===== src/hdl/complex_arithmetic_unit_defines.svh =====
// Assertion macros shared by the complex arithmetic unit modules.
`ifndef COMPLEX_ARITHMETIC_UNIT_DEFINES_SVH
`define COMPLEX_ARITHMETIC_UNIT_DEFINES_SVH
`ifndef SYNTHESIS
// Property checked at every edge outside reset.
`define CAU_ASSERT(lbl, clk, rst, prop) \
   lbl: assert property (@(posedge clk) disable iff (rst) prop) else $error("%m: check failed");
// Consequent checked in the cycle after the antecedent.
`define CAU_ASSERT_NEXT(lbl, clk, rst, ante, cons) \
   lbl: assert property (@(posedge clk) disable iff (rst) ante |=> cons) \
      else $error("%m: check failed");
`else
`define CAU_ASSERT(lbl, clk, rst, prop)
`define CAU_ASSERT_NEXT(lbl, clk, rst, ante, cons)
`endif
`endif


===== src/hdl/cau_pkg.sv =====
// Types and constants of the complex arithmetic unit.
package cau_pkg;

   localparam int DATA_WIDTH = 32;
   localparam int FRAC_BITS  = 16;

   localparam int PROD_W     = 2 * DATA_WIDTH;          // product, squared magnitude
   localparam int SUM_W      = PROD_W + 1;              // signed sum of two products
   localparam int QUOT_W     = DATA_WIDTH + 1;          // quotient bits developed
   localparam int NUM_W      = PROD_W + FRAC_BITS;      // scaled dividend
   localparam int HEAD_W     = NUM_W - QUOT_W;          // dividend bits above the quotient
   localparam int REM_W      = (HEAD_W > PROD_W) ? HEAD_W : PROD_W;
   localparam int DIV_STAGES = QUOT_W;

   localparam int QUEUE_DEPTH = 2;                      // power of two, pointers wrap
   localparam int QPTR_W      = $clog2(QUEUE_DEPTH);
   localparam int QCNT_W      = $clog2(QUEUE_DEPTH + 1);

   localparam int ACTION_W   = 4;
   localparam int REQ_DATA_W = ((4 * DATA_WIDTH + 7) / 8) * 8;
   localparam int RSP_DATA_W = ((2 * DATA_WIDTH + 7) / 8) * 8;
   localparam int RSP_USER_W = 3;

   typedef logic signed [DATA_WIDTH-1:0] word_type;
   typedef logic [ACTION_W-1:0]          action_type;

   localparam word_type WORD_MAX = {1'b0, {(DATA_WIDTH-1){1'b1}}};
   localparam word_type WORD_MIN = {1'b1, {(DATA_WIDTH-1){1'b0}}};

   localparam action_type ACT_ADD = 4'd0;
   localparam action_type ACT_SUB = 4'd1;
   localparam action_type ACT_MUL = 4'd2;
   localparam action_type ACT_DIV = 4'd3;
   localparam action_type ACT_EQ  = 4'd4;
   localparam action_type ACT_NE  = 4'd5;
   localparam action_type ACT_LT  = 4'd6;
   localparam action_type ACT_GT  = 4'd7;
   localparam action_type ACT_LE  = 4'd8;
   localparam action_type ACT_GE  = 4'd9;

   typedef enum logic [2:0] {
      KIND_NONE,
      KIND_ADD,
      KIND_SUB,
      KIND_MUL,
      KIND_DIV,
      KIND_TRUTH,
      KIND_MAG
   } kind_type;

   typedef enum logic [1:0] {
      REL_LT,
      REL_GT,
      REL_LE,
      REL_GE
   } rel_type;

   // Classified item handed from front to back.
   typedef struct packed {
      kind_type kind;
      rel_type  rel;
      logic     truth;
      word_type a_real;
      word_type a_imag;
      word_type b_real;
      word_type b_imag;
   } item_type;

   // One result beat.
   typedef struct packed {
      word_type re;
      word_type im;
      logic     truth;
      logic     zdiv;
      logic     ovf;
   } res_type;

endpackage


===== src/hdl/cau_front.sv =====
// Front end: input register and action decode.
module cau_front (
   input  logic                 clock,
   input  logic                 reset,
   input  logic                 req_tvalid,
   output logic                 req_tready,
   input  cau_pkg::action_type  req_action,
   input  cau_pkg::word_type    req_a_real,
   input  cau_pkg::word_type    req_a_imag,
   input  cau_pkg::word_type    req_b_real,
   input  cau_pkg::word_type    req_b_imag,
   output logic                 item_valid,
   input  logic                 item_ready,
   output cau_pkg::item_type    item
);

   logic              valid_ff, valid_in;
   cau_pkg::item_type item_ff, item_in;
   logic              take;

   assign req_tready = !valid_ff || item_ready;
   assign take       = req_tvalid && req_tready;
   assign item_valid = valid_ff;
   assign item       = item_ff;

   always_comb begin
      item_in        = '0;
      item_in.kind   = cau_pkg::KIND_NONE;
      item_in.rel    = cau_pkg::REL_LT;
      item_in.a_real = req_a_real;
      item_in.a_imag = req_a_imag;
      item_in.b_real = req_b_real;
      item_in.b_imag = req_b_imag;
      case (req_action)
         cau_pkg::ACT_ADD: item_in.kind = cau_pkg::KIND_ADD;
         cau_pkg::ACT_SUB: item_in.kind = cau_pkg::KIND_SUB;
         cau_pkg::ACT_MUL: item_in.kind = cau_pkg::KIND_MUL;
         cau_pkg::ACT_DIV: item_in.kind = cau_pkg::KIND_DIV;
         cau_pkg::ACT_EQ: begin
            item_in.kind  = cau_pkg::KIND_TRUTH;
            item_in.truth = (req_a_real == req_b_real) && (req_a_imag == req_b_imag);
         end
         cau_pkg::ACT_NE: begin
            item_in.kind  = cau_pkg::KIND_TRUTH;
            item_in.truth = (req_a_real != req_b_real) || (req_a_imag != req_b_imag);
         end
         cau_pkg::ACT_LT: begin
            item_in.kind = cau_pkg::KIND_MAG;
            item_in.rel  = cau_pkg::REL_LT;
         end
         cau_pkg::ACT_GT: begin
            item_in.kind = cau_pkg::KIND_MAG;
            item_in.rel  = cau_pkg::REL_GT;
         end
         cau_pkg::ACT_LE: begin
            item_in.kind = cau_pkg::KIND_MAG;
            item_in.rel  = cau_pkg::REL_LE;
         end
         cau_pkg::ACT_GE: begin
            item_in.kind = cau_pkg::KIND_MAG;
            item_in.rel  = cau_pkg::REL_GE;
         end
         default: item_in.kind = cau_pkg::KIND_NONE;
      endcase
   end

   always_comb begin
      valid_in = valid_ff;
      if (take) begin
         valid_in = 1'b1;
      end else if (item_ready) begin
         valid_in = 1'b0;
      end
   end

   always_ff @(posedge clock) begin
      if (reset) begin
         valid_ff <= 1'b0;
      end else begin
         valid_ff <= valid_in;
      end
   end

   always_ff @(posedge clock) begin
      if (take) begin
         item_ff <= item_in;
      end
   end

endmodule


===== config.mk =====
export PLATFORM = sky130hd
export DESIGN_NAME = cau_front
export DESIGN_NICKNAME = d
export VERILOG_FILES = /design/src/hdl/complex_arithmetic_unit_defines.svh /design/src/hdl/cau_pkg.sv /design/src/hdl/cau_front.sv
export SDC_FILE = /design/constraint.sdc
export NUM_CORES = 1
export LEC_CHECK = 0
export BUFFER_PORTS_ARGS = -buffer_cell sky130_fd_sc_hd__buf_2
export CAP_MARGIN = 20
export CORE_MARGIN = 3
export CORE_UTILIZATION = 30
export CTS_CLUSTER_DIAMETER = 200
export DETAILED_ROUTE_END_ITERATION = 16
export HOLD_SLACK_MARGIN = 0.1
export PLACE_DENSITY_LB_ADDON = 0.15
export SKIP_CTS_REPAIR_TIMING = 1
export SYNTH_ARGS = -nofsm -noshare
export SYNTH_HDL_FRONTEND = slang
export SYNTH_SLANG_ARGS = --single-unit

===== constraint.sdc =====
create_clock -name clock -period 4.8 [get_ports clock]
set_input_delay 0.48 -clock clock [delete_from_list [all_inputs] [get_ports clock]]
set_output_delay 0.48 -clock clock [all_outputs]
set_load 0.05 [all_outputs]

==> flow_summary.json <==
{
  "run_status": "completed",
  "ys_seq_elements": 135,
  "layout.nets": 669,
  "period_minus_slack_ns": 2.02,
  "relSlewSlack_pct": 40.2,
  "tightest_slew_ns": 0.896,
  "crit_path_max_incr_delay_ns": 0.74,
  "cts_tree": "built",
  "max_freq_mhz": 495,
  "antenna_left": 0,
  "first_global_vias": 3385,
  "cts.sinks": 135,
  "num_vias": 3228,
  "layout_common_cells": "271 x buf_2, 134 x edfxtp_1, 64 x xor2_1, 17 x clkbuf_16, 16 x nor4_1",
  "numCtsBuffers": 17,
  "port_buffers": 271,
  "seq_area_frac_synth_pct": 83.3,
  "postSynthCellCount": 242,
  "cellLeakagePower_nw": 3.03,
  "setup_violations": 0,
  "die_w_um": 133,
  "antenna_found_initial": 1,
  "cts-root-buf": "clkbuf_16",
  "wl_per_cell_um": 16.2,
  "nFillCells": 1450,
  "diodes": 0,
  "synthSimpleGateAreaFrac_pct": 3.99,
  "path_clk_slew_ns": 0.06,
  "syn_to_final_growth_pct": 46.8,
  "htree_levels": 4,
  "worst_setup_path_start_kind": "flop",
  "grt_pass1_wl_mm": 18.2,
  "num_rows": 45,
  "synth.avg_cell_area_um2": 20.1,
  "clk_latency_ns": 0.42,
  "mostFrequentLayoutCell": "buf_2",
  "dr.pass1.iters": 4,
  "seqCellArea_um2": 4040,
  "multi_input_area_um2": 802,
  "dp_hpwl_mm": 9.49,
  "ys_warn_count": 0,
  "cp.required_ns": 4.87,
  "drv_cap": 0,
  "core_um2": 15500,
  "drt-vias-per-instance": 4.26,
  "worstPathMaxFanout": 68,
  "synth_xor_area_share_pct": 11.5,
  "dieArea_um2": 17700,
  "cts.path.max_buffers": 2,
  "grt_usage_pct": 13.7,
  "grt_max_degree": 69,
  "finalCritPeriodShare_pct": 42.0,
  "drive_gt1_share_pct": 55.9,
  "grt_setup_unrepaired": "no",
  "finalMaxSlewViolations": 0,
  "start_util_pct": 31.2,
  "fin_tns_setup_ns": 0,
  "cp.arrival_ns": 2.09,
  "hold_viol_final": 0,
  "fin_worst_skew_ns": 0.00884,
  "power.density_nw_per_um2": 452,
  "netlist_area_um2": 4850,
  "worstPathCellList": "nand2b_1 -> and2_4 -> buf_12",
  "drtIter0Drc": 131,
  "synth-compound-area-share_pct": 0.722,
  "path_class": "flop to flop",
  "synth_fa_ha_area_share_pct": 0,
  "cpLargestDelayFamily": "simple AND/OR/NAND/NOR gates",
  "hold_class": "primary input to flop",
  "place_congestion": 0.761,
  "slowest_stage": "and2_4",
  "synth_top_family_by_area": "XOR/XNOR gates",
  "io_pins": 272,
  "wirelength_mm": 12.3,
  "ir_drop_uv": 215,
  "drc": 0,
  "endpoint_kind": "flop",
  "die_y_um": 133,
  "synth_cell_type_count": 17,
  "grt_overflow": 0,
  "synth_mux_area_share_pct": 0.206,
  "power_w": 0.00322,
  "synth_nets": 378,
  "cp_num_buf_inv": 1,
  "fin_hold_ws_ns": 0.217
}
==> synthesized netlist by cell type <==
master / instances / area (µm²)
nor4_1: 16 / 100
inv_1: 3 / 11.3
mux2i_1: 1 / 10.0
xor2_1: 64 / 561
o21ai_0: 1 / 5.00
nor3_1: 1 / 5.00
nor4_2: 1 / 12.5
nand4_1: 4 / 25.0
a21oi_1: 3 / 15.0
and2_1: 2 / 12.5
nor2_1: 3 / 11.3
nand2_1: 4 / 15.0
o31ai_1: 1 / 7.51
edfxtp_1: 134 / 4020
o21a_1: 1 / 7.51
dfxtp_1: 1 / 20.0
nand2b_1: 2 / 12.5
==> layout make-up <==
class	instances	area share, %
Clock inverter	10	2.00
Sequential cell	135	56.8
Multi-Input combinational cell	104	11.3
Inverter	3	0.158
Tap cell	211	3.71
Timing Repair Buffer	272	19.3
Clock buffer	22	6.80
==> sequential cells by signal, summed over array words and instances, names as in the netlist <==
name,count
item_valid,1
item,134
==> logic make-up after synthesis <==
| logic type | Yosys count |
|---|---|
| simple gates | 33 |
| xor+xnor | 64 |
| compound gates | 6 |
| flops | 135 |
| mux | 1 |
| buf+inv | 3 |
==> metal layers <==
metal  track usage, %  part of all wire, %  wire, µm  vias to the layer above
li1                 -                    -         -                     1515
met1             15.4                   38      4660                     1497
met2             22.0                   48      5910                      201
met3             7.33                   13      1540                       13
met4             5.49                  1.3       163                        2
met5                0                 0.16        20                        -
==> final timing paths <==
| check | start | end | slack, ns | cells after the start |
|---|---|---|---|---|
| setup / recovery | item_valid | item[98] | 2.78 | 3 |
| hold / removal | reset | item_valid | 0.22 | 2 |
| setup reg to reg | item_valid | item[98] | 2.78 | 3 |
| hold reg to reg | item_valid | item_valid | 0.54 | 2 |
==> through the flow <==
| step | instance area, µm² | setup WS [ns] | util, % | cells |
|---|---|---|---|---|
| after floorplan | 4850 | 0.170 | - | 242 |
| after global placement | 6500 | 2.57 | 41.8 | 725 |
| after detailed placement | 6500 | 2.51 | 41.8 | 725 |
| after CTS | 7120 | 2.77 | 45.8 | 757 |
| after global routing | 7120 | 2.63 | 45.8 | 757 |
| final | 7120 | 2.78 | 45.8 | 757 |
==> report_power, final <==
group / total (W) / switching (W) / internal (W) / leakage [nW]
sequential: 0.00140 / 0.0000154 / 0.00138 / 1.31
combinational: 0.000467 / 0.000354 / 0.000112 / 1.41
clock: 0.00136 / 0.000487 / 0.000874 / 0.307
Power figures use the tool's default switching activity.
