===== src/hdl/complex_arithmetic_unit_defines.svh =====
// Assertion macros shared by the complex arithmetic unit modules.
`ifndef COMPLEX_ARITHMETIC_UNIT_DEFINES_SVH
`define COMPLEX_ARITHMETIC_UNIT_DEFINES_SVH
`ifndef SYNTHESIS
// Property checked at every edge outside reset.
`define CAU_ASSERT(lbl, clk, rst, prop) \
   lbl: assert property (@(posedge clk) disable iff (rst) prop) else $error("%m: check failed");
// Consequent checked in the cycle after the antecedent.
`define CAU_ASSERT_NEXT(lbl, clk, rst, ante, cons) \
   lbl: assert property (@(posedge clk) disable iff (rst) ante |=> cons) \
      else $error("%m: check failed");
`else
`define CAU_ASSERT(lbl, clk, rst, prop)
`define CAU_ASSERT_NEXT(lbl, clk, rst, ante, cons)
`endif
`endif


===== src/hdl/cau_pkg.sv =====
// Types and constants of the complex arithmetic unit.
package cau_pkg;

   localparam int DATA_WIDTH = 32;
   localparam int FRAC_BITS  = 16;

   localparam int PROD_W     = 2 * DATA_WIDTH;          // product, squared magnitude
   localparam int SUM_W      = PROD_W + 1;              // signed sum of two products
   localparam int QUOT_W     = DATA_WIDTH + 1;          // quotient bits developed
   localparam int NUM_W      = PROD_W + FRAC_BITS;      // scaled dividend
   localparam int HEAD_W     = NUM_W - QUOT_W;          // dividend bits above the quotient
   localparam int REM_W      = (HEAD_W > PROD_W) ? HEAD_W : PROD_W;
   localparam int DIV_STAGES = QUOT_W;

   localparam int QUEUE_DEPTH = 2;                      // power of two, pointers wrap
   localparam int QPTR_W      = $clog2(QUEUE_DEPTH);
   localparam int QCNT_W      = $clog2(QUEUE_DEPTH + 1);

   localparam int ACTION_W   = 4;
   localparam int REQ_DATA_W = ((4 * DATA_WIDTH + 7) / 8) * 8;
   localparam int RSP_DATA_W = ((2 * DATA_WIDTH + 7) / 8) * 8;
   localparam int RSP_USER_W = 3;

   typedef logic signed [DATA_WIDTH-1:0] word_type;
   typedef logic [ACTION_W-1:0]          action_type;

   localparam word_type WORD_MAX = {1'b0, {(DATA_WIDTH-1){1'b1}}};
   localparam word_type WORD_MIN = {1'b1, {(DATA_WIDTH-1){1'b0}}};

   localparam action_type ACT_ADD = 4'd0;
   localparam action_type ACT_SUB = 4'd1;
   localparam action_type ACT_MUL = 4'd2;
   localparam action_type ACT_DIV = 4'd3;
   localparam action_type ACT_EQ  = 4'd4;
   localparam action_type ACT_NE  = 4'd5;
   localparam action_type ACT_LT  = 4'd6;
   localparam action_type ACT_GT  = 4'd7;
   localparam action_type ACT_LE  = 4'd8;
   localparam action_type ACT_GE  = 4'd9;

   typedef enum logic [2:0] {
      KIND_NONE,
      KIND_ADD,
      KIND_SUB,
      KIND_MUL,
      KIND_DIV,
      KIND_TRUTH,
      KIND_MAG
   } kind_type;

   typedef enum logic [1:0] {
      REL_LT,
      REL_GT,
      REL_LE,
      REL_GE
   } rel_type;

   // Classified item handed from front to back.
   typedef struct packed {
      kind_type kind;
      rel_type  rel;
      logic     truth;
      word_type a_real;
      word_type a_imag;
      word_type b_real;
      word_type b_imag;
   } item_type;

   // One result beat.
   typedef struct packed {
      word_type re;
      word_type im;
      logic     truth;
      logic     zdiv;
      logic     ovf;
   } res_type;

endpackage


===== src/hdl/cau_queue.sv =====
// Two-entry queue between front and back.
`include "complex_arithmetic_unit_defines.svh"
module cau_queue (
   input  logic               clock,
   input  logic               reset,
   input  logic               in_valid,
   output logic               in_ready,
   input  cau_pkg::item_type  in_item,
   output logic               out_valid,
   input  logic               out_ready,
   output cau_pkg::item_type  out_item
);

   cau_pkg::item_type           entries_ff [cau_pkg::QUEUE_DEPTH];
   logic [cau_pkg::QPTR_W-1:0]  wr_ptr_ff, wr_ptr_in, rd_ptr_ff, rd_ptr_in;
   logic [cau_pkg::QCNT_W-1:0]  count_ff, count_in;
   logic                        push, pop;

   assign in_ready  = count_ff != cau_pkg::QCNT_W'(cau_pkg::QUEUE_DEPTH);
   assign out_valid = count_ff != '0;
   assign out_item  = entries_ff[rd_ptr_ff];
   assign push      = in_valid && in_ready;
   assign pop       = out_valid && out_ready;

   always_comb begin
      wr_ptr_in = push ? wr_ptr_ff + 1'b1 : wr_ptr_ff;
      rd_ptr_in = pop ? rd_ptr_ff + 1'b1 : rd_ptr_ff;
      count_in  = count_ff;
      if (push && !pop) begin
         count_in = count_ff + 1'b1;
      end else if (pop && !push) begin
         count_in = count_ff - 1'b1;
      end
   end

   always_ff @(posedge clock) begin
      if (reset) begin
         wr_ptr_ff <= '0;
         rd_ptr_ff <= '0;
         count_ff  <= '0;
      end else begin
         wr_ptr_ff <= wr_ptr_in;
         rd_ptr_ff <= rd_ptr_in;
         count_ff  <= count_in;
      end
   end

   always_ff @(posedge clock) begin
      if (push) begin
         entries_ff[wr_ptr_ff] <= in_item;
      end
   end

   `CAU_ASSERT(a_q_bound, clock, reset, count_ff <= cau_pkg::QCNT_W'(cau_pkg::QUEUE_DEPTH))
   `CAU_ASSERT_NEXT(a_q_fill, clock, reset, push && !pop, count_ff == $past(count_ff) + 1'b1)
   `CAU_ASSERT_NEXT(a_q_drain, clock, reset, pop && !push, count_ff == $past(count_ff) - 1'b1)

endmodule


===== config.mk =====
export PLATFORM = sky130hd
export DESIGN_NAME = cau_queue
export DESIGN_NICKNAME = d
export VERILOG_FILES = /design/src/hdl/cau_pkg.sv /design/src/hdl/cau_queue.sv
export VERILOG_INCLUDE_DIRS = /design/src /design/src/hdl
export SDC_FILE = /design/constraint.sdc
export NUM_CORES = 1
export LEC_CHECK = 0
export BUFFER_PORTS_ARGS = -buffer_cell sky130_fd_sc_hd__buf_4
export CAP_MARGIN = 20
export CORE_MARGIN = 1
export CORE_UTILIZATION = 50
export CTS_CLUSTER_SIZE = 40
export DETAILED_ROUTE_END_ITERATION = 16
export GPL_ROUTABILITY_DRIVEN = 0
export GPL_TIMING_DRIVEN = 0
export MAX_ROUTING_LAYER = met4
export PLACE_DENSITY_LB_ADDON = 0.15
export SETUP_SLACK_MARGIN = 0.05
export SYNTH_ARGS = -nofsm -noshare
export SYNTH_HDL_FRONTEND = slang
export SYNTH_SLANG_ARGS = --single-unit

===== constraint.sdc =====
create_clock -name clock -period 6 [get_ports clock]
set_input_delay 0.3 -clock clock [delete_from_list [all_inputs] [get_ports clock]]
set_output_delay 0.3 -clock clock [all_outputs]
set_load 0.01 [all_outputs]

==> metrics.md, run 1 <==
| Metric | Value |
|---|---|
| Vias in the first global route | `6,009` |
| GRT overflow | `0` |
| Reg2reg start | `count_ff[0]` |
| CP peak stage delay | `0.47 ns` |
| P&R area growth vs syn | `46.0%` |
| Clk Latency, worst-skew pair | `0.53 ns` |
| Io pins | `274` |
| DR WL/cell | `18.4 um` |
| Synth Register Bits | `273` |
| Final Hold Fails | `0` |
| Core area | `0.0197 mm^2` |
| Critical path's slowest cell | `inv_6` |
| Synth Warn # | `0` |
| GRT Resource Usage Total | `20.5%` |
| Crit share post-route | `35.9%` |
| Reg clk slew, reported paths | `0.06 ns` |
| Max Fclk | `464 MHz` |
| Final setup viols | `0` |
| Syn_nets | `580` |
| DR DRC count | `0` |
| Final max-slew violation count | `0` |
| Vias | `5,676` |
| Routed WL | `21,500 um` |
| Root Driver | `clkbuf_16` |
| HP Start | `in_valid` |
| Req. time, crit path | `6.17 ns` |
| Worst Tran Pin Value | `0.571 ns` |
| Die Wd | `144 um` |
| Initial antenna violation count | `1` |
| FP Rows | `51` |
| Initial DRC count | `194` |
| Die footprint | `0.0208 mm^2` |
| Port bufs | `273` |
| Status | `completed` |
| Nets | `1,021` |
| Internal | `0.00420 W` |
| Max rail drop VDD | `0.265 mV` |
| CP endpoint kind | `flip-flop` |
| Clk sinks | `273` |
| Post-route minimum period | `2.16 ns` |
| Clk network pwr share | `27.8%` |
| Share of total power in sequential cells | `43.0%` |
| Worst rel slew slack | `61.9%` |
| CTS tree | `built` |
| Initial Utilization | `51.5%` |
| Setup TNS | `0 ns` |
| 1st-pass router iterations | `4` |
| Logic pwr share | `29.2%` |
| Crit-path cells | `nand2b_1 > nand3b_1 > inv_6 > buf_16` |
| Worst Path Arrival | `2.32 ns` |
| Die H | `144 um` |
| Sw power | `0.00147 W` |
| H-tree levels | `1` |
| Avg Inst Size Synth | `23.0 um^2` |
| Antenna Nets Post-Route | `0` |
| Hold Slack | `0.100 ns` |
| Vias per cell | `4.87` |
| CP Class | `reg -> reg` |
| Synth Instances | `441` |
| Final HPWL DP | `13,100 um` |
| Leakage power | `5.70 nW` |
| Mapped Area | `0.0101 mm^2` |
| Pin count of the biggest net entering global routing | `79` |
| Power Density | `384 mW/mm^2` |
| Sw Ratio | `25.9%` |
| CP Launch Type | `flip-flop` |
| Crit-path max FO | `78` |
| CTS Buffer Depth | `3` |
| Max cap viols | `0` |
| Hold crit path type | `in -> reg` |
| Count of different cell masters after synthesis | `19` |
| Post-CTS setup buffers | `0` |
| Max Clock Skew | `0.0169 ns` |
| Unrepaired setup endpoints after global routing | `no` |
| Sequential fraction of the synthesis area | `80.4%` |
| Share of layout cells above drive strength 1 | `51.5%` |
| Worst setup startpoint | `count_ff[0]` |
| Global-route wire length before repair | `31,100 um` |
| Clock buffer count from CTS | `28` |
## worst paths after layout
| check | depth (start not counted) | slack (ns) | endpoint |
|---|---|---|---|
| worst min-delay path | 3 | 0.1 | wr_ptr_ff |
| worst max-delay path | 4 | 3.84 | entries_ff[0][74] |
| worst max register to register | 4 | 3.84 | entries_ff[0][74] |
| worst min register to register | 2 | 0.53 | flip-flop |
## kinds of logic (layout without fill, tap and decap cells)
kind of cell / Yosys count / after routing / synth area share, %
buffers and inverters: 16 / 474 / 1.27
flip-flops: 273 / 273 / 80.4
AO/OA/AOI/OAI: 5 / 5 / 0.296
multiplexers: 134 / 134 / 17.1
AND/OR/NAND/NOR: 9 / 9 / 0.494
adder cells (fa/ha/maj): 1 / 1 / 0.123
XOR/XNOR: 3 / 3 / 0.259
other: 0 / 1 / 0
## layout by cell type (no fill, tap or decap), drive strengths merged
master,instances
dfxtp,5
a21bo,1
nor2,3
bufinv,1
mux2,134
ha,1
or2,1
diode,1
or3,1
dlygate4sd3,135
nand3b,1
edfxtp,268
clkbuf,35
xor2,3
a21oi,2
clkinv,11
nand2b,1
inv,1
and3,1
o21ai,2
buf,291
and2,1
## cells in the mapped netlist
master | count | area [um^2]
o21ai_0 | 2 | 10.0
edfxtp_1 | 268 | 8050
nand2b_1 | 1 | 6.26
a21bo_2 | 1 | 10.0
buf_6 | 8 | 90.1
mux2_4 | 60 | 901
xor2_1 | 3 | 26.3
and2_1 | 1 | 6.26
and3_1 | 1 | 6.26
buf_2 | 7 | 35.0
nand3b_1 | 1 | 7.51
dfxtp_1 | 5 | 100
ha_1 | 1 | 12.5
a21oi_1 | 2 | 10.0
or2_2 | 1 | 6.26
inv_1 | 1 | 3.75
nor2_1 | 3 | 11.3
mux2_2 | 74 | 833
or3_1 | 1 | 6.26
## area by class of cell
cell class | count | area [um^2]
repair buffers | 411 | 3480
clock buffers | 35 | 748
inverters | 1 | 8.76
well taps | 265 | 332
multi-input cells | 152 | 1860
plain buffers | 15 | 125
clock inverters | 12 | 80.1
diodes | 1 | 2.50
flip-flops and latches | 273 | 8150
fillers | 1151 | 4870
## what timing repair did
item	in CTS	in global routing
hold buffers	135	0
hold endpoints to repair	273	0
gates resized for setup	0	0
## per-stage QoR
stage / area, um^2 / util (%) / std cells / worst slack, ns / total power [W]
2_1_floorplan: 10100 / - / 441 / 1.72 / 0.00338
4_1_cts: 14800 / 75.2 / 1164 / 3.80 / 0.00571
3_5_place_dp: 12600 / 64.1 / 982 / 3.84 / 0.00407
5_1_grt: 14800 / 75.2 / 1165 / 3.66 / 0.00590
3_3_place_gp: 12500 / 63.7 / 979 / 0.222 / 0.00405
6_report: 14800 / 75.2 / 1165 / 3.84 / 0.00567
## state kept, by name, indices dropped and copies added (netlist names), named ones only
register and cells:
count_ff 2, entries_ff 268, rd_ptr_ff 1, wr_ptr_ff 1
## routing by layer
layer | vias to the layer above | global-route usage, % | wire length, um
met5 | - | - | 0
li1 | 2633 | - | -
met2 | 211 | 36.8 | 11300
met3 | 34 | 5.23 | 1620
met4 | 0 | 5.48 | 380
met1 | 2798 | 22.5 | 8140
## worst max-delay path, delay by kind of cell, from the launching register on
family	cells	cell delay, ns
simple gates	2	0.45
buf+inv	2	0.89
flops	1	0.41
## power groups by stage
| stage | Combinational (W) | Sequential [W] | Clock, W |
|---|---|---|---|
| finish | 0.00166 | 0.00244 | 0.00158 |
| global placement | 0.00153 | 0.00252 | 0 |
| detailed placement | 0.00158 | 0.00248 | 0 |
| floorplan | 0.000888 | 0.00249 | 0 |
| global route | 0.00176 | 0.00246 | 0.00168 |
| CTS | 0.00167 | 0.00244 | 0.00160 |
Power figures use the tool's default switching activity.
==> run 2: changes to the inputs <==
--- a/config.mk
+++ b/config.mk
@@ -9,7 +9,7 @@
 export BUFFER_PORTS_ARGS = -buffer_cell sky130_fd_sc_hd__buf_4
 export CAP_MARGIN = 20
 export CORE_MARGIN = 1
-export CORE_UTILIZATION = 50
+export CORE_UTILIZATION = 47
 export CTS_CLUSTER_SIZE = 40
 export DETAILED_ROUTE_END_ITERATION = 16
 export GPL_ROUTABILITY_DRIVEN = 0
==> constraint.sdc (replaced) <==
create_clock -name clock -period 1.76 [get_ports clock]
set_input_delay 0.088 -clock clock [delete_from_list [all_inputs] [get_ports clock]]
set_output_delay 0.088 -clock clock [all_outputs]
set_load 0.01 [all_outputs]
==> metrics.md, run 2 (same netlist as run 1, synthesis figures left out) <==
| Metric | Value |
|---|---|
| CTS tree | `built` |
| Io pins | `274 (unchanged)` |
| Setup TNS | `-4.47 ns (-4.47 ns)` |
| Clock buffer count from CTS | `27 (-3.6%)` |
| Biggest register | `entries_ff` |
| Core area | `0.0211 mm^2 (+7.3%)` |
| Worst Tran Pin Value | `0.437 ns (-0.134 ns)` |
| Leakage power | `6.41 nW (+13%)` |
| GRT overflow | `0 (unchanged)` |
| Initial DRC count | `243 (+25%)` |
| CP Launch Type | `flip-flop` |
| Reg clk slew, reported paths | `0.06 ns (about the same)` |
| Max Clock Skew | `0.00844 ns (-0.00848 ns)` |
| Commonest non-fill, non-tap cell in the layout | `edfxtp_1` |
| Nets | `1,046 (+2.4%)` |
| Max cap viols | `0 (unchanged)` |
| Vias | `5,903 (+4.0%)` |
| Worst reg2reg setup slack | `0.12 ns (-3.72 ns)` |
| Crit-path cells | `buf_6 > buf_12 > buf_12 > mux2_4 > buf_6` |
| Share of total power in sequential cells | `37.7% (-5.3 points)` |
| Worst rel slew slack | `70.9% (+8.9 points)` |
| GR peak layer | `met2` |
| Share of layout cells above drive strength 1 | `53.9% (+2.4 points)` |
| Status | `complete, but fails checks` |
| Final std cell area, no fill | `0.0163 mm^2 (+10%)` |
| Max Fclk | `547 MHz` |
| Vias in the first global route | `6,442 (+7.2%)` |
| Met1 Resource Use GR | `23.1% (+0.64 points)` |
| Root Driver | `clkbuf_16` |
| Die footprint | `0.0221 mm^2 (+6.3%)` |
| Vias per cell | `4.90 (+0.55%)` |
| CP peak stage delay | `0.35 ns (-0.12 ns)` |
| CTS Buffer Depth | `3 (unchanged)` |
| Logic pwr share | `35.8% (+6.6 points)` |
| Crit share post-route | `104%` |
| P&R area growth vs syn | `60.6%` |
| Sw Ratio | `25.7% (-0.13 points)` |
| CP Class | `reg -> out` |
| Layout fillers | `1,093 (-5.0%)` |
| Clk sinks | `273 (unchanged)` |
| Global-route wire length before repair | `33,100 um (+6.5%)` |
| Routed WL | `24,000 um (+12%)` |
| Port bufs | `273 (unchanged)` |
| Post-route minimum period | `1.83 ns` |
| Worst setup slack after layout | `-0.0690 ns (-3.91 ns)` |
| Final max-slew violation count | `0 (unchanged)` |
| # placed instances | `994 (+1.2%)` |
| Initial Utilization | `48.0% (-3.5 points)` |
| Final Hold Fails | `0 (unchanged)` |
| Unrepaired setup endpoints after global routing | `yes` |
| Sw power | `0.00572 W (+290%)` |
| Top Registers | `entries_ff: 268 flops, count_ff: 2 flops` |
| Setup WS pre-CTS | `-0.438 ns (-4.28 ns)` |
| DR WL/cell | `19.9 um (+8.2%)` |
| Power Density | `1370 mW/mm^2 (+260%)` |
| Met2 usage | `35.6% (-1.2 points)` |
| Finished Layout Cells | `1,205 (+3.4%)` |
| Post-DP Area | `0.0127 mm^2 (+0.42%)` |
| Final Total Pwr | `0.0222 W (+290%)` |
| GRT Resource Usage Total | `20.3% (-0.22 points)` |
| Clk network pwr share | `26.5% (-1.3 points)` |
| Final setup viols | `126 (+126)` |
| Most frequent cells in the layout | `edfxtp_1 (268), buf_4 (143), dlygate4sd3_1 (138)` |
| 1st-pass router iterations | `4 (unchanged)` |
| Req. time, crit path | `1.67 ns (-4.50 ns)` |
| Largest register FFs | `268 (unchanged)` |
| Antenna Nets Post-Route | `0 (unchanged)` |
| Failing checks | `setup timing` |
| Hold crit path type | `in -> reg` |
| Worst Path Arrival | `1.74 ns (-0.58 ns)` |
| Final HPWL DP | `12,700 um (-2.7%)` |
| DR DRC count | `0 (unchanged)` |
| Die H | `149 um (+3.1%)` |
| H-tree levels | `1 (unchanged)` |
| Initial antenna violation count | `2 (+1)` |
| Critical path's slowest cell | `dfxtp_2` |
| FP Rows | `53 (+3.9%)` |
| CP endpoint kind | `primary output` |
| Internal | `0.0165 W (+290%)` |
| Global-route met3 utilization | `4.86% (-0.37 points)` |
| Max rail drop VDD | `1.13 mV (+330%)` |
| Die Wd | `149 um (+3.1%)` |
| Clk Latency, worst-skew pair | `0.53 ns (about the same)` |
| Crit-path max FO | `10 (-87%)` |
| Pin count of the biggest net entering global routing | `74 (-6.3%)` |
-- run 2: layout make-up --
cell class / count / area, um^2 / area share (%)
sequential: 273 / 8150 / 50.1
timing repair buffer: 435 / 4420 / 27.2
multi-input combinational: 153 / 2150 / 13.2
clock buffer: 30 / 687 / 4.22
tap: 275 / 344 / 2.11
buffer: 15 / 262 / 1.61
clock inverter: 20 / 226 / 1.39
inverter: 1 / 7.51 / 0.0461
timing repair inverter: 1 / 7.51 / 0.0461
antenna: 2 / 5.00 / 0.0308
-- run 2: routing by layer --
metal | routed length [um] | share of wire, %
met5 | 0 | 0
met4 | 376 | 1.6
met3 | 1760 | 7.3
met2 | 12700 | 53
met1 | 9180 | 38
-- run 2: repair_timing --
| item | in CTS | in global routing |
|---|---|---|
| endpoints found under the hold margin | 273 | 0 |
| hold buffers | 138 | 0 |
| pin swaps | 2 | 0 |
| endpoints found under the setup margin | 371 | 247 |
| buffers inserted | 7 | 2 |
| gates cloned | 9 | 5 |
| resized for setup | 173 | 96 |
-- run 2: per-stage QoR --
stage / utilization (%) / hold slack, ns
detailed placement: 60.0 / 0.275
global route: 77.2 / 0.264
finish: 77.2 / 0.286
floorplan: - / 0.153
CTS: 74.9 / 0.264
global placement: 59.5 / 0.272
-- run 2: path summary, 6_finish.rpt --
| kind | startpoint | endpoint | cells after the start |
|---|---|---|---|
| min | in_item[45] | entries_ff[0][45] | 2 |
| min reg2reg | rd_ptr_ff | rd_ptr_ff | 2 |
| max reg2reg | count_ff[0] | count_ff[1] | 5 |
| max | flip-flop | out_item[68] | 5 |
-- run 2: critical path, delay by kind of cell (launching register included) --
kind                   cells  cell delay (ns)
buffers and inverters      4             0.54
flip-flops                 1             0.35
multiplexers               1             0.31
-- run 2: power groups by stage --
stage	Sequential [W]	Clock [W]	Combinational [W]
after detailed placement	0.00846	0	0.00542
final	0.00837	0.00588	0.00796
after floorplan	0.00845	0	0.00304
after global placement	0.00852	0	0.00524
after CTS	0.00835	0.00594	0.00716
after global routing	0.00844	0.00622	0.00833
==> run 3: changes to the inputs <==
--- a/config.mk
+++ b/config.mk
@@ -9,7 +9,7 @@
 export BUFFER_PORTS_ARGS = -buffer_cell sky130_fd_sc_hd__buf_4
 export CAP_MARGIN = 20
 export CORE_MARGIN = 1
-export CORE_UTILIZATION = 47
+export CORE_UTILIZATION = 50
 export CTS_CLUSTER_SIZE = 40
 export DETAILED_ROUTE_END_ITERATION = 16
 export GPL_ROUTABILITY_DRIVEN = 0
==> constraint.sdc (replaced) <==
create_clock -name clock -period 1.77 [get_ports clock]
set_input_delay 0.0885 -clock clock [delete_from_list [all_inputs] [get_ports clock]]
set_output_delay 0.0885 -clock clock [all_outputs]
set_load 0.01 [all_outputs]
==> metrics.md, run 3 (same netlist as run 1, synthesis figures left out) <==
| Metric | Value |
|---|---|
| Crit share post-route | `108%` |
| Reg clk slew, reported paths | `0.07 ns (about the same)` |
| CP Class | `reg -> out` |
| Clock buffer count from CTS | `28 (+3.7%)` |
| Critical path's slowest cell | `dfxtp_2` |
| Failing checks | `setup timing` |
| Most frequent cells in the layout | `edfxtp_1 (268), buf_4 (154), dlygate4sd3_1 (138)` |
| Io pins | `274 (unchanged)` |
| Hold crit path type | `in -> reg` |
| Root Driver | `clkbuf_16` |
| Commonest non-fill, non-tap cell in the layout | `edfxtp_1` |
| Die footprint | `0.0208 mm^2 (-5.9%)` |
| Leakage power | `6.52 nW (+1.6%)` |
| Worst setup slack after layout | `-0.148 ns (-0.0793 ns)` |
| Final max-slew violation count | `0 (unchanged)` |
| Final setup viols | `114 (-9.5%)` |
| Post-route minimum period | `1.92 ns` |
| Initial antenna violation count | `0 (-2)` |
| DR DRC count | `0 (unchanged)` |
| CTS Buffer Depth | `3 (unchanged)` |
| ANT cells | `0 (-2)` |
| H-tree levels | `1 (unchanged)` |
| Crit-path max FO | `5 (-5)` |
| Initial DRC count | `288 (+19%)` |
| Largest register FFs | `268 (unchanged)` |
| Core area | `0.0197 mm^2 (-6.8%)` |
| P&R area growth vs syn | `62.6%` |
| Status | `complete, but fails checks` |
| Clk network pwr share | `27.2% (+0.7 points)` |
| Biggest register | `entries_ff` |
| Req. time, crit path | `1.68 ns (about the same)` |
| Port bufs | `273 (unchanged)` |
| Clk sinks | `273 (unchanged)` |
| Share of layout cells above drive strength 1 | `54.3% (+0.41 points)` |
| Top Registers | `entries_ff: 268 flops, count_ff: 2 flops` |
| CP Launch Type | `flip-flop` |
| Die Wd | `144 um (-3.0%)` |
| Pin count of the biggest net entering global routing | `51 (-31%)` |
| GRT Resource Usage Total | `23.7% (+3.5 points)` |
| Post-DP Area | `0.0126 mm^2 (-0.16%)` |
| Vias in the first global route | `6,615 (+2.7%)` |
| 1st-pass router iterations | `5 (+1)` |
| Routed WL | `26,700 um (+11%)` |
| Max cap viols | `0 (unchanged)` |
| Max Fclk | `521 MHz` |
| Worst Path Arrival | `1.83 ns (+0.09 ns)` |
| Internal | `0.0169 W (+2.8%)` |
| Initial Utilization | `51.5% (+3.5 points)` |
| Clk Latency, worst-skew pair | `0.52 ns (about the same)` |
| Vias | `6,089 (+3.2%)` |
| Setup TNS | `-8.53 ns (-4.06 ns)` |
| Multi-input logic area | `0.00213 mm^2 (-1.0%)` |
| Final Hold Fails | `0 (unchanged)` |
| Worst Tran Pin Value | `0.655 ns (+0.219 ns)` |
| Global-route wire length before repair | `35,500 um (+7.2%)` |
| Crit-path cells | `buf_6 > buf_12 > buf_12 > buf_16 > mux2_4 > buf_6` |
| Final std cell area, no fill | `0.0165 mm^2 (+1.3%)` |
| DR WL/cell | `22.0 um (+11%)` |
| Power Density | `1390 mW/mm^2 (+1.8%)` |
| Max rail drop VDD | `1.10 mV (-3.3%)` |
| Sw Ratio | `26.0% (+0.21 points)` |
| CP peak stage delay | `0.33 ns (-0.02 ns)` |
| # placed instances | `984 (-1.0%)` |
| CP endpoint kind | `primary output` |
| Final HPWL DP | `13,000 um (+2.5%)` |
| Die H | `144 um (-3.0%)` |
| FP Rows | `51 (-3.8%)` |
| Sw power | `0.00594 W (+3.9%)` |
| Layout fillers | `899 (-18%)` |
| CTS tree | `built` |
| Hold Slack | `0.287 ns (+0.00104 ns)` |
| Finished Layout Cells | `1,210 (+0.41%)` |
| FF+latch area | `0.00815 mm^2 (unchanged)` |
| Max Clock Skew | `0.00998 ns (+0.00155 ns)` |
| Share of total power in sequential cells | `36.5% (-1.2 points)` |
| Worst rel slew slack | `56.3% (-15 points)` |
| GRT overflow | `0 (unchanged)` |
| Nets | `1,063 (+1.6%)` |
| Logic pwr share | `36.4% (+0.6 points)` |
| Antenna Nets Post-Route | `0 (unchanged)` |
| Unrepaired setup endpoints after global routing | `yes` |
| Vias per cell | `5.03 (+2.7%)` |
[run 3: worst paths after layout]
check	startpoint	to	slack, ns	cells past startpoint
max	flip-flop	out_item[69]	-0.15	6
min	in_item[133]	entries_ff[0][133]	0.29	2
max reg2reg	count_ff[0]	entries_ff[0][69]	0.06	5
min reg2reg	rd_ptr_ff	rd_ptr_ff	0.53	2
[run 3: cell type report]
cell class / instances / area share [%]
sequential: 273 / 49.5
inverter: 1 / 0.0456
multi-input combinational: 154 / 12.9
clock inverter: 20 / 1.48
timing repair buffer: 458 / 28.8
clock buffer: 31 / 4.45
tap: 265 / 2.01
buffer: 7 / 0.737
timing repair inverter: 1 / 0.0456
[run 3: layer usage]
metal	GRT usage (%)	share of wire, %
met5	-	0
met3	5.13	7.6
met2	42.2	52
met4	6.70	2.8
met1	26.9	37
[run 3: what timing repair did]
action | CTS | global route
hold buffers | 138 | 0
buffers inserted | 20 | 14
endpoints found under the setup margin | 355 | 256
gates cloned | 15 | 5
resized for setup | 182 | 89
endpoints found under the hold margin | 273 | 0
pin swaps | 2 | 2
[run 3: worst max-delay path, delay by kind of cell, from the launching register on]
family                 cells  cell delay, ns
buffers and inverters      5            0.67
flip-flops                 1            0.33
multiplexers               1            0.30
[run 3: power groups by stage]
stage,Combinational [W],Clock [W],Sequential [W]
after global routing,0.00870,0.00653,0.00841
after CTS,0.00776,0.00623,0.00830
after floorplan,0.00302,0,0.00841
final,0.00832,0.00622,0.00834
after detailed placement,0.00541,0,0.00842
after global placement,0.00520,0,0.00847
[run 3: through the flow]
stage               setup slack (ns)  utilization (%)  power, W
detailed placement            -0.606             64.3    0.0138
floorplan                      -1.24                -    0.0114
CTS                           -0.203             82.3    0.0223
global route                  -0.186             83.8    0.0236
finish                        -0.148             83.8    0.0229
global placement               -2.30             63.7    0.0137
